### config.mk
export PLATFORM = sky130hd
export DESIGN_NAME = i2c_slave_command_mailbox_core
export DESIGN_NICKNAME = d
export VERILOG_FILES = /design/src/i2cm_pkg.sv /design/src/i2cm_front.sv /design/src/i2cm_back.sv /design/src/i2c_slave_command_mailbox_core.sv
export SDC_FILE = /design/constraint.sdc
export NUM_CORES = 1
export LEC_CHECK = 0
export BUFFER_PORTS_ARGS = -buffer_cell sky130_fd_sc_hd__clkbuf_2
export CORE_MARGIN = 5
export CORE_UTILIZATION = 55
export CTS_CLUSTER_SIZE = 12
export DETAILED_ROUTE_END_ITERATION = 8
export HOLD_SLACK_MARGIN = 0.03
export PLACE_DENSITY = 0.71
export SLEW_MARGIN = 20
export SYNTH_ARGS = -nofsm -noshare
export SYNTH_HDL_FRONTEND = slang
export SYNTH_SLANG_ARGS = --single-unit
export TNS_END_PERCENT = 50
### constraint.sdc
create_clock -name clk -period 2.8 [get_ports clk]
set_input_delay 0.56 -clock clk [delete_from_list [all_inputs] [get_ports clk]]
set_output_delay 0.56 -clock clk [all_outputs]
set_load 0.03 [all_outputs]
### src/i2cm_pkg.sv
package i2cm_pkg;

	localparam int BUFFER_BYTES = 16;
	localparam int WORD_BYTES = 8;
	localparam int IDX_W = $clog2(BUFFER_BYTES);
	localparam int POS_W = $clog2(BUFFER_BYTES + 1);
	localparam int NUM_CMDS = 4;

	localparam int QUEUE_DEPTH = 2;
	localparam int QPTR_W = $clog2(QUEUE_DEPTH);
	localparam int QCNT_W = $clog2(QUEUE_DEPTH + 1);

	localparam int S_TDATA_W = 16;
	localparam int M_TDATA_W = 16;
	localparam int CFG_INDEX_W = 3;
	localparam int CFG_DATA_W = 64;

	localparam logic [CFG_INDEX_W-1:0] CFG_CMD0 = 3'd0;
	localparam logic [CFG_INDEX_W-1:0] CFG_CMD1 = 3'd1;
	localparam logic [CFG_INDEX_W-1:0] CFG_CMD2 = 3'd2;
	localparam logic [CFG_INDEX_W-1:0] CFG_CMD3 = 3'd3;
	localparam logic [CFG_INDEX_W-1:0] CFG_IDLE = 3'd4;

	localparam logic [CFG_DATA_W-1:0] CMD0_RESET = 64'd199319843909;
	localparam logic [CFG_DATA_W-1:0] CMD1_RESET = 64'd461329560914;
	localparam logic [CFG_DATA_W-1:0] CMD2_RESET = 64'd474315843923;
	localparam logic [CFG_DATA_W-1:0] CMD3_RESET = 64'd495606456643;
	localparam logic [CFG_DATA_W-1:0] IDLE_RESET = 64'd199270097993;

	typedef logic [BUFFER_BYTES-1:0][7:0] text_t;

	typedef enum logic {
		EV_BUS,
		EV_TASK_DONE
	} ev_kind_t;

	typedef struct packed {
		ev_kind_t    kind;
		logic [7:0]  rx_byte;
		logic        read_request;
	} ev_t;

	typedef struct packed {
		logic        overflow;
		logic        command_done;
		logic [2:0]  mode;
		logic [7:0]  tx_byte;
		logic        tx_valid;
	} res_t;

	// Expands a packed word into a buffer image; everything from the first zero byte on is zero.
	function automatic text_t text_from_word(logic [CFG_DATA_W-1:0] w);
		text_t      t;
		logic       live;
		logic [7:0] b;
		live = 1'b1;
		for (int i = 0; i < BUFFER_BYTES; i++) begin
			b = (i < WORD_BYTES) ? w[8*(i % WORD_BYTES) +: 8] : 8'd0;
			t[i] = live ? b : 8'd0;
			live = live && (b != 8'd0);
		end
		return t;
	endfunction

endpackage

### src/i2cm_front.sv
module i2cm_front (
	input  logic                             clk,
	input  logic                             arst_n,
	input  logic                             s_tvalid,
	output logic                             s_tready,
	input  logic [i2cm_pkg::S_TDATA_W-1:0]   s_tdata,
	input  logic                             s_tuser,
	output logic                             q_valid,
	output i2cm_pkg::ev_t                    q_ev,
	input  logic                             q_pop
);

	i2cm_pkg::ev_t                    qmem [i2cm_pkg::QUEUE_DEPTH];
	i2cm_pkg::ev_t                    ev_in;
	logic [i2cm_pkg::QPTR_W-1:0]      wr_ptr_q;
	logic [i2cm_pkg::QPTR_W-1:0]      rd_ptr_q;
	logic [i2cm_pkg::QCNT_W-1:0]      count_q;
	logic                             push;
	logic                             pop;

	always_comb begin
		ev_in.kind         = s_tuser ? i2cm_pkg::EV_TASK_DONE : i2cm_pkg::EV_BUS;
		ev_in.rx_byte      = s_tdata[7:0];
		ev_in.read_request = s_tdata[8];
	end

	assign s_tready = (count_q != i2cm_pkg::QCNT_W'(i2cm_pkg::QUEUE_DEPTH));
	assign q_valid  = (count_q != '0);
	assign q_ev     = qmem[rd_ptr_q];
	assign push     = s_tvalid && s_tready;
	assign pop      = q_valid && q_pop;

	always_ff @(posedge clk) begin
		if (push) begin
			qmem[wr_ptr_q] <= ev_in;
		end
	end

	always_ff @(posedge clk or negedge arst_n) begin
		if (!arst_n) begin
			wr_ptr_q <= '0;
			rd_ptr_q <= '0;
			count_q  <= '0;
		end else begin
			if (push) begin
				wr_ptr_q <= wr_ptr_q + 1'b1;
			end
			if (pop) begin
				rd_ptr_q <= rd_ptr_q + 1'b1;
			end
			if (push && !pop) begin
				count_q <= count_q + 1'b1;
			end else if (pop && !push) begin
				count_q <= count_q - 1'b1;
			end
		end
	end

endmodule

### src/i2cm_back.sv
module i2cm_back (
	input  logic                               clk,
	input  logic                               arst_n,
	input  logic                               cfg_we,
	input  logic [i2cm_pkg::CFG_INDEX_W-1:0]   cfg_index,
	input  logic [i2cm_pkg::CFG_DATA_W-1:0]    cfg_data,
	input  logic                               q_valid,
	input  i2cm_pkg::ev_t                      q_ev,
	output logic                               q_pop,
	output logic                               m_tvalid,
	input  logic                               m_tready,
	output i2cm_pkg::res_t                     res
);

	typedef enum logic [1:0] {
		PH_ADDR,
		PH_WRITE,
		PH_SEND,
		PH_LAST
	} phase_t;

	localparam logic [i2cm_pkg::POS_W-1:0] LAST_SLOT = i2cm_pkg::POS_W'(i2cm_pkg::BUFFER_BYTES - 1);
	localparam logic [i2cm_pkg::POS_W-1:0] FULL_POS  = i2cm_pkg::POS_W'(i2cm_pkg::BUFFER_BYTES);

	phase_t                              phase_q, phase_d;
	logic [i2cm_pkg::POS_W-1:0]          pos_q, pos_d;
	logic [2:0]                          mode_q, mode_d;
	i2cm_pkg::text_t                     status_q, status_d;
	logic [7:0]                          recv_q [i2cm_pkg::BUFFER_BYTES];
	logic [i2cm_pkg::CFG_DATA_W-1:0]     cmd_q [i2cm_pkg::NUM_CMDS];
	logic [i2cm_pkg::CFG_DATA_W-1:0]     idle_q;
	logic                                m_tvalid_q;
	i2cm_pkg::res_t                      res_q, res_d;
	logic                                take;
	logic                                recv_we;
	logic [i2cm_pkg::POS_W-1:0]          wr_pos;
	logic [i2cm_pkg::IDX_W-1:0]          wr_idx;
	i2cm_pkg::text_t                     rt_eff;
	i2cm_pkg::text_t                     copy_text;
	logic [i2cm_pkg::NUM_CMDS-1:0]       hit;

	// Exact string compare: every byte up to and including the terminator must agree.
	function automatic logic text_matches(i2cm_pkg::text_t rt,
			logic [i2cm_pkg::CFG_DATA_W-1:0] w);
		logic       run;
		logic       found;
		logic [7:0] b;
		run   = 1'b1;
		found = 1'b0;
		for (int i = 0; i <= i2cm_pkg::WORD_BYTES; i++) begin
			b = (i < i2cm_pkg::WORD_BYTES) ? w[8*(i % i2cm_pkg::WORD_BYTES) +: 8] : 8'd0;
			run = run && (rt[i] == b);
			if (run && (rt[i] == 8'd0)) begin
				found = 1'b1;
			end
		end
		return found && 1'b1;
	endfunction

	assign take     = q_valid && (!m_tvalid_q || m_tready);
	assign q_pop    = take;
	assign m_tvalid = m_tvalid_q;
	assign res      = res_q;

	assign wr_pos = (pos_q > LAST_SLOT) ? LAST_SLOT : pos_q;
	assign wr_idx = wr_pos[i2cm_pkg::IDX_W-1:0];

	// The terminator lands at wr_pos; everything before it belongs to the current write.
	always_comb begin
		for (int i = 0; i < i2cm_pkg::BUFFER_BYTES; i++) begin
			rt_eff[i]    = (i2cm_pkg::IDX_W'(i) == wr_idx) ? q_ev.rx_byte : recv_q[i];
			copy_text[i] = (i2cm_pkg::POS_W'(i) < wr_pos) ? recv_q[i] : 8'd0;
		end
		for (int k = 0; k < i2cm_pkg::NUM_CMDS; k++) begin
			hit[k] = text_matches(rt_eff, cmd_q[k]);
		end
	end

	always_comb begin
		phase_d  = phase_q;
		pos_d    = pos_q;
		mode_d   = mode_q;
		status_d = status_q;
		recv_we  = 1'b0;
		res_d    = '0;
		if (q_ev.kind == i2cm_pkg::EV_TASK_DONE) begin
			mode_d   = 3'd0;
			status_d = i2cm_pkg::text_from_word(idle_q);
		end else begin
			case (phase_q)
				PH_ADDR: begin
					pos_d = '0;
					if (q_ev.read_request) begin
						res_d.tx_byte  = status_q[0];
						res_d.tx_valid = 1'b1;
						pos_d          = i2cm_pkg::POS_W'(1);
						phase_d        = (status_q[0] == 8'd0) ? PH_LAST : PH_SEND;
					end else begin
						phase_d = PH_WRITE;
					end
				end
				PH_WRITE: begin
					if (q_ev.rx_byte != 8'd0 && pos_q >= LAST_SLOT) begin
						res_d.overflow = 1'b1;
					end else begin
						recv_we = 1'b1;
						pos_d   = wr_pos + 1'b1;
						if (q_ev.rx_byte == 8'd0) begin
							if (hit[0]) begin
								mode_d = 3'd1;
							end else if (hit[1]) begin
								mode_d = 3'd2;
							end else if (hit[2]) begin
								mode_d = 3'd3;
							end else if (hit[3]) begin
								mode_d = 3'd4;
							end else begin
								mode_d = 3'd0;
							end
							status_d           = copy_text;
							res_d.command_done = 1'b1;
							phase_d            = PH_ADDR;
						end
					end
				end
				PH_SEND: begin
					res_d.tx_valid = 1'b1;
					if (pos_q < FULL_POS) begin
						res_d.tx_byte = status_q[pos_q[i2cm_pkg::IDX_W-1:0]];
						pos_d         = pos_q + 1'b1;
					end
					if (res_d.tx_byte == 8'd0) begin
						phase_d = PH_LAST;
					end
				end
				PH_LAST: begin
					phase_d = PH_ADDR;
				end
				default: begin
					phase_d = PH_ADDR;
				end
			endcase
		end
		res_d.mode = mode_d;
	end

	always_ff @(posedge clk) begin
		if (take && recv_we) begin
			recv_q[wr_idx] <= q_ev.rx_byte;
		end
	end

	always_ff @(posedge clk or negedge arst_n) begin
		if (!arst_n) begin
			phase_q    <= PH_ADDR;
			pos_q      <= '0;
			mode_q     <= 3'd0;
			status_q   <= i2cm_pkg::text_from_word(i2cm_pkg::IDLE_RESET);
			cmd_q[0]   <= i2cm_pkg::CMD0_RESET;
			cmd_q[1]   <= i2cm_pkg::CMD1_RESET;
			cmd_q[2]   <= i2cm_pkg::CMD2_RESET;
			cmd_q[3]   <= i2cm_pkg::CMD3_RESET;
			idle_q     <= i2cm_pkg::IDLE_RESET;
			m_tvalid_q <= 1'b0;
			res_q      <= '0;
		end else begin
			if (cfg_we) begin
				case (cfg_index)
					i2cm_pkg::CFG_CMD0: cmd_q[0] <= cfg_data;
					i2cm_pkg::CFG_CMD1: cmd_q[1] <= cfg_data;
					i2cm_pkg::CFG_CMD2: cmd_q[2] <= cfg_data;
					i2cm_pkg::CFG_CMD3: cmd_q[3] <= cfg_data;
					i2cm_pkg::CFG_IDLE: idle_q   <= cfg_data;
					default: ;
				endcase
			end
			if (take) begin
				phase_q    <= phase_d;
				pos_q      <= pos_d;
				mode_q     <= mode_d;
				status_q   <= status_d;
				res_q      <= res_d;
				m_tvalid_q <= 1'b1;
			end else if (m_tready) begin
				m_tvalid_q <= 1'b0;
			end
		end
	end

endmodule

### src/i2c_slave_command_mailbox_core.sv
// I2C slave command mailbox. Each request on the slave side is one event: a bus byte event
// (tuser 0) or a local task-finished notice (tuser 1), and each gives exactly one result on
// the master side. Writes gather a zero-terminated command of up to fifteen characters,
// which is matched against four programmable command words and becomes the status text;
// reads return that status text up to its terminator. Throughput is one request per clock
// while the master side accepts results: a two-entry queue sits between the input stage
// and the execution stage, and the execution stage handles a whole event combinationally
// into an output register, so an accepted request is stored in the queue and its result is
// presented from the output register. The user must write the command words and idle text
// through the configuration port only while no request is in flight; the block does not enforce this.
module i2c_slave_command_mailbox_core (
	input  logic                               clk,
	input  logic                               arst_n,
	input  logic                               cfg_we,
	input  logic [i2cm_pkg::CFG_INDEX_W-1:0]   cfg_index,
	input  logic [i2cm_pkg::CFG_DATA_W-1:0]    cfg_data,
	input  logic                               s_tvalid,
	output logic                               s_tready,
	input  logic [i2cm_pkg::S_TDATA_W-1:0]     s_tdata,   // rx_byte[7:0], read_request[8]
	input  logic                               s_tuser,   // opcode
	output logic                               m_tvalid,
	input  logic                               m_tready,
	output logic [i2cm_pkg::M_TDATA_W-1:0]     m_tdata    // tx_valid, tx_byte, mode, command_done, overflow
);

	logic            q_valid;
	logic            q_pop;
	i2cm_pkg::ev_t   q_ev;
	i2cm_pkg::res_t  res;

	i2cm_front u_front (
		.clk      (clk),
		.arst_n   (arst_n),
		.s_tvalid (s_tvalid),
		.s_tready (s_tready),
		.s_tdata  (s_tdata),
		.s_tuser  (s_tuser),
		.q_valid  (q_valid),
		.q_ev     (q_ev),
		.q_pop    (q_pop)
	);

	i2cm_back u_back (
		.clk       (clk),
		.arst_n    (arst_n),
		.cfg_we    (cfg_we),
		.cfg_index (cfg_index),
		.cfg_data  (cfg_data),
		.q_valid   (q_valid),
		.q_ev      (q_ev),
		.q_pop     (q_pop),
		.m_tvalid  (m_tvalid),
		.m_tready  (m_tready),
		.res       (res)
	);

	assign m_tdata = {2'b00, res};

`ifndef ASSERT_OFF
	a_tx_idle_zero: assert property (@(posedge clk) disable iff (!arst_n)
		m_tvalid && !res.tx_valid |-> res.tx_byte == 8'd0)
		else $error("transmit byte set without a transmit");

	a_done_ovf_excl: assert property (@(posedge clk) disable iff (!arst_n)
		m_tvalid |-> !(res.command_done && res.overflow))
		else $error("command completion and overflow on the same event");

	a_mode_range: assert property (@(posedge clk) disable iff (!arst_n)
		m_tvalid |-> res.mode <= 3'd4)
		else $error("mode out of range");

	a_tx_no_write: assert property (@(posedge clk) disable iff (!arst_n)
		m_tvalid && res.tx_valid |-> !res.command_done && !res.overflow)
		else $error("transmit on a write event");
`endif

endmodule
==> parameters.txt <==
Parameter                              Value

Cells and area
  Most common library cell in the layout ignoring fill and taps    buf_4
  Area Overhead vs Synth    30.1%
  Net count reported at finish    3333
  Combined flip-flop and latch cell area    0.0162 mm^2
  Final std cells w/o fill    4054
  Layout cell share with drive strength beyond 1    0.432
  Fill cells    3905
  Utilization after layout    0.718
  Area taken by multi-input logic gates    0.0148 mm^2
  Commonest non-fill, non-tap cells in the layout    459 x buf_4, 355 x dfrtp_1, 293 x mux2_2

Detailed routing
  Routed via count    26500
  Remaining DRCs    0
  Drt wl/cell    29.0 um
  DRT Wirelength    118 mm
  Final ANT Viol Nets    0
  Drt via density    6.55
  Starting DRT DRC Count    3098
  Initial DRT Pass Iterations    7

Power and ir drop
  Total power consumption of the routed design    36.3 mW
  Worst-case vdd ir drop    0.596 mV
  Leakage power summed over all cells    16.4 nW
  Pwr dens    901 mW/mm^2

Critical path
  Delay of the slowest critical-path stage    0.42 ns
  Cell with the most instances on the worst path    buf_4
  Kind of critical path    flop to flop
  Worst path slowest cell    dfrtp_2
  Startpoint type of the worst setup path    flop
  Crit path max-delay family    compound AO/OA/AOI/OAI gates
  Critical Path End Type    flop
  Critical path data required time    3.30 ns
  Critical-path maximum fanout    30
  Ordered list of cells on the worst path    buf_4 > buf_8 > nand4b_1 > a21oi_4 > o211ai_1 > buf_4 > and2_4 > a2111oi_4 > buf_4 > a31oi_4 > o21ai_2 > and4_4 > nor3_2 > a32o_1
  Launch point of the critical path    u_back.pos_q[1]
  Origin of the critical flop-to-flop path    u_back.pos_q[1]
  WP data arrival    3.91 ns
  Buffers & Inverters on Critical Path    4

Synthesis
  Synth cell types    95
  Sequential area share after synthesis    0.524
  Mean post-synth cell area    11.6 um^2
  Dominant combinational cell family by area after synthesis    compound AO/OA/AOI/OAI gates
  Synthesized-area fraction occupied by adder cells    0.00202
  Total of warnings raised by yosys    0
  Mapped Cells    2663
  Register bit count reported by yosys    614
  Cell area after technology mapping    0.0309 mm^2
  Compound-Gate Fraction of Synth Area    0.154
  Number of enable-type register cells in the synthesized netlist    140
  Proportion of synthesized area in mux cells    0.144
  Post-synth top flop    dfrtp_1
  Ys async rst share    0.772
  XOR/XNOR share of the synthesized area    0.0461
  Synthesized-area fraction occupied by and/or/nand/nor cells    0.0929

Timing
  Final Max Slew Viols    0
  Maximum frequency from static timing analysis    294 MHz
  Final setup violation count    48
  WHS    0.138 ns
  Final setup margin    -0.607 ns
  RSZ-0062 raised after global routing    yes
  Worst slew margin    0.347
  Clk_skew    0.0202 ns
  Clock period minus final worst setup slack    3.41 ns
  Final TNS setup    -5.46 ns
  Fin. Hold Viols    0
  Transition time at the pin with the least slew margin    0.976 ns
  Post-route clock period utilization    1.22

Floorplan
  Die span in y    247 um
  Number of rows created at floorplan    87
  Die extent in x    247 um
  Placeable core region    0.0561 mm^2
  Full die area    0.0611 mm^2
  Starting Density    0.552
  Top Ports    107

Worst hold path
  Hold path startpoint    s_tdata[3]
  Type of the tightest min-delay check    input port to flop

Clocking
  Worst-path clk slew    0.06 ns
  Cell at the root of the clock tree    clkbuf_16
  Buffer depth of the longest clock path    3
  Clock tree from TritonCTS    yes
  CTS Buf Count    69
  TritonCTS Sinks    614
  Number of H-tree levels    3
  Clock insertion delay at the later pin of the skew report    0.63 ns

Place
  Final Wtd Congestion    1.03
  DP Cell Count    3857
  Final HPWL DP    83.7 mm
  Port Buffers    97

GRT
  Via count of the first global-routing pass    26800
  Pin count of the biggest net entering global routing    83
  Total GRT Usage    0.381
  Leftover overflow at the end of global routing    0
  Number of antenna violations at the first check in global routing    5
  First-pass GRT wire length    174 mm

Job
  Maximum Capacitance Violations    0

Outcome
  Violations in the final reports    negative setup slack
  Result of the run    complete, but fails checks
synthesized netlist by cell type, types with 16 or more instances:
cell	count	share of area
a211oi_1	18	0.0044
a21oi_1	108	0.017
a221oi_1	19	0.0054
a22o_1	62	0.018
a22oi_1	77	0.019
and2_1	20	0.0040
buf_2	36	0.0058
buf_4	16	0.0039
clkbuf_1	99	0.012
dfrtp_1	358	0.29
dfstp_2	116	0.098
edfxtp_1	140	0.14
inv_1	97	0.012
mux2_2	293	0.11
mux4_2	40	0.029
nand2_1	178	0.022
nand2b_1	22	0.0044
nand3_1	38	0.0061
nor2_1	90	0.011
nor3_1	70	0.011
nor4_1	65	0.013
o2111ai_1	16	0.0045
o211ai_1	23	0.0056
o21ai_0	153	0.025
o221ai_1	21	0.0059
o22ai_1	49	0.0099
xnor2_1	118	0.033
xor2_1	45	0.013
through the flow:
step	cell area [um^2]	worst slack, ns
2_1_floorplan	31000	-0.0458
3_3_place_gp	36100	-1.36
3_5_place_dp	36100	-1.46
4_1_cts	39500	-0.538
5_1_grt	40300	-0.670
6_report	40300	-0.607
cell type report:
cell class	count	area share
diodes	2	0.000124
clock inverters	22	0.00503
repair buffers	667	0.142
clock buffers	106	0.0499
flip-flops and latches	614	0.403
multi-input cells	1783	0.367
well taps	756	0.0235
inverters	104	0.0103
power by group:
group          switching [mW]  internal (mW)  total [mW]
combinational            7.94           6.38        14.3
sequential               1.74           11.3        13.1
clock                    3.81           5.09        8.90
total                    13.5           22.8        36.3
registers in the layout, indices dropped and copies added (netlist names), 2 cells and up:
register and cells:
u_front.count_q 2, u_back.mode_q 3, u_back.res 11, u_back.idle_q 64
u_back.recv_q 120, u_back.phase_q 2, u_back.status_q 128, u_back.cmd_q 256
u_back.pos_q 5, u_front.qmem 20
worst reg2reg max path, delay by kind of cell, from the launching register on:
family,cells,cell delay [ns]
and+or+nand+nor,4,0.74
AOI/OAI and AO/OA,6,1.24
buffers and inverters,4,0.88
DFF,1,0.42
worst paths after layout:
path                       depth (start not counted)                    to  slack, ns
hold / removal                                     1    u_front.qmem[0][4]       0.14
setup / recovery                                  14      u_back.mode_q[2]      -0.61
setup reg to reg                                  14      u_back.mode_q[2]      -0.61
hold reg to reg                                    1  u_back.status_q[119]       0.46
min in group asynchronous                          2  u_back.status_q[127]       0.58
max in group asynchronous                          3      u_back.cmd_q[68]       1.38
cell families after synthesis:
family,count (synthesis)
compound gates,688
simple gates,573
mux,352
flops,614
xor+xnor,163
other cells,1
buf+inv,267
fa+ha+maj,5
what timing repair did:
action | in CTS | in global routing
setup buffers | 44 | 28
resized for setup | 164 | 160
pin swaps | 55 | 61
gates cloned | 4 | 0
endpoints found under the setup margin | 130 | 221
hold endpoints to repair | 44 | 0
hold buffers | 1 | 0
per-layer routing:
| metal | routed length (um) | global-route usage | vias up |
|---|---|---|---|
| li1 | - | - | 11200 |
| met1 | 45300 | 0.505 | 13300 |
| met2 | 54800 | 0.609 | 1554 |
| met3 | 10000 | 0.0657 | 431 |
| met4 | 7630 | 0.192 | 4 |
| met5 | 26 | 0 | - |
Power figures use the tool's default switching activity.
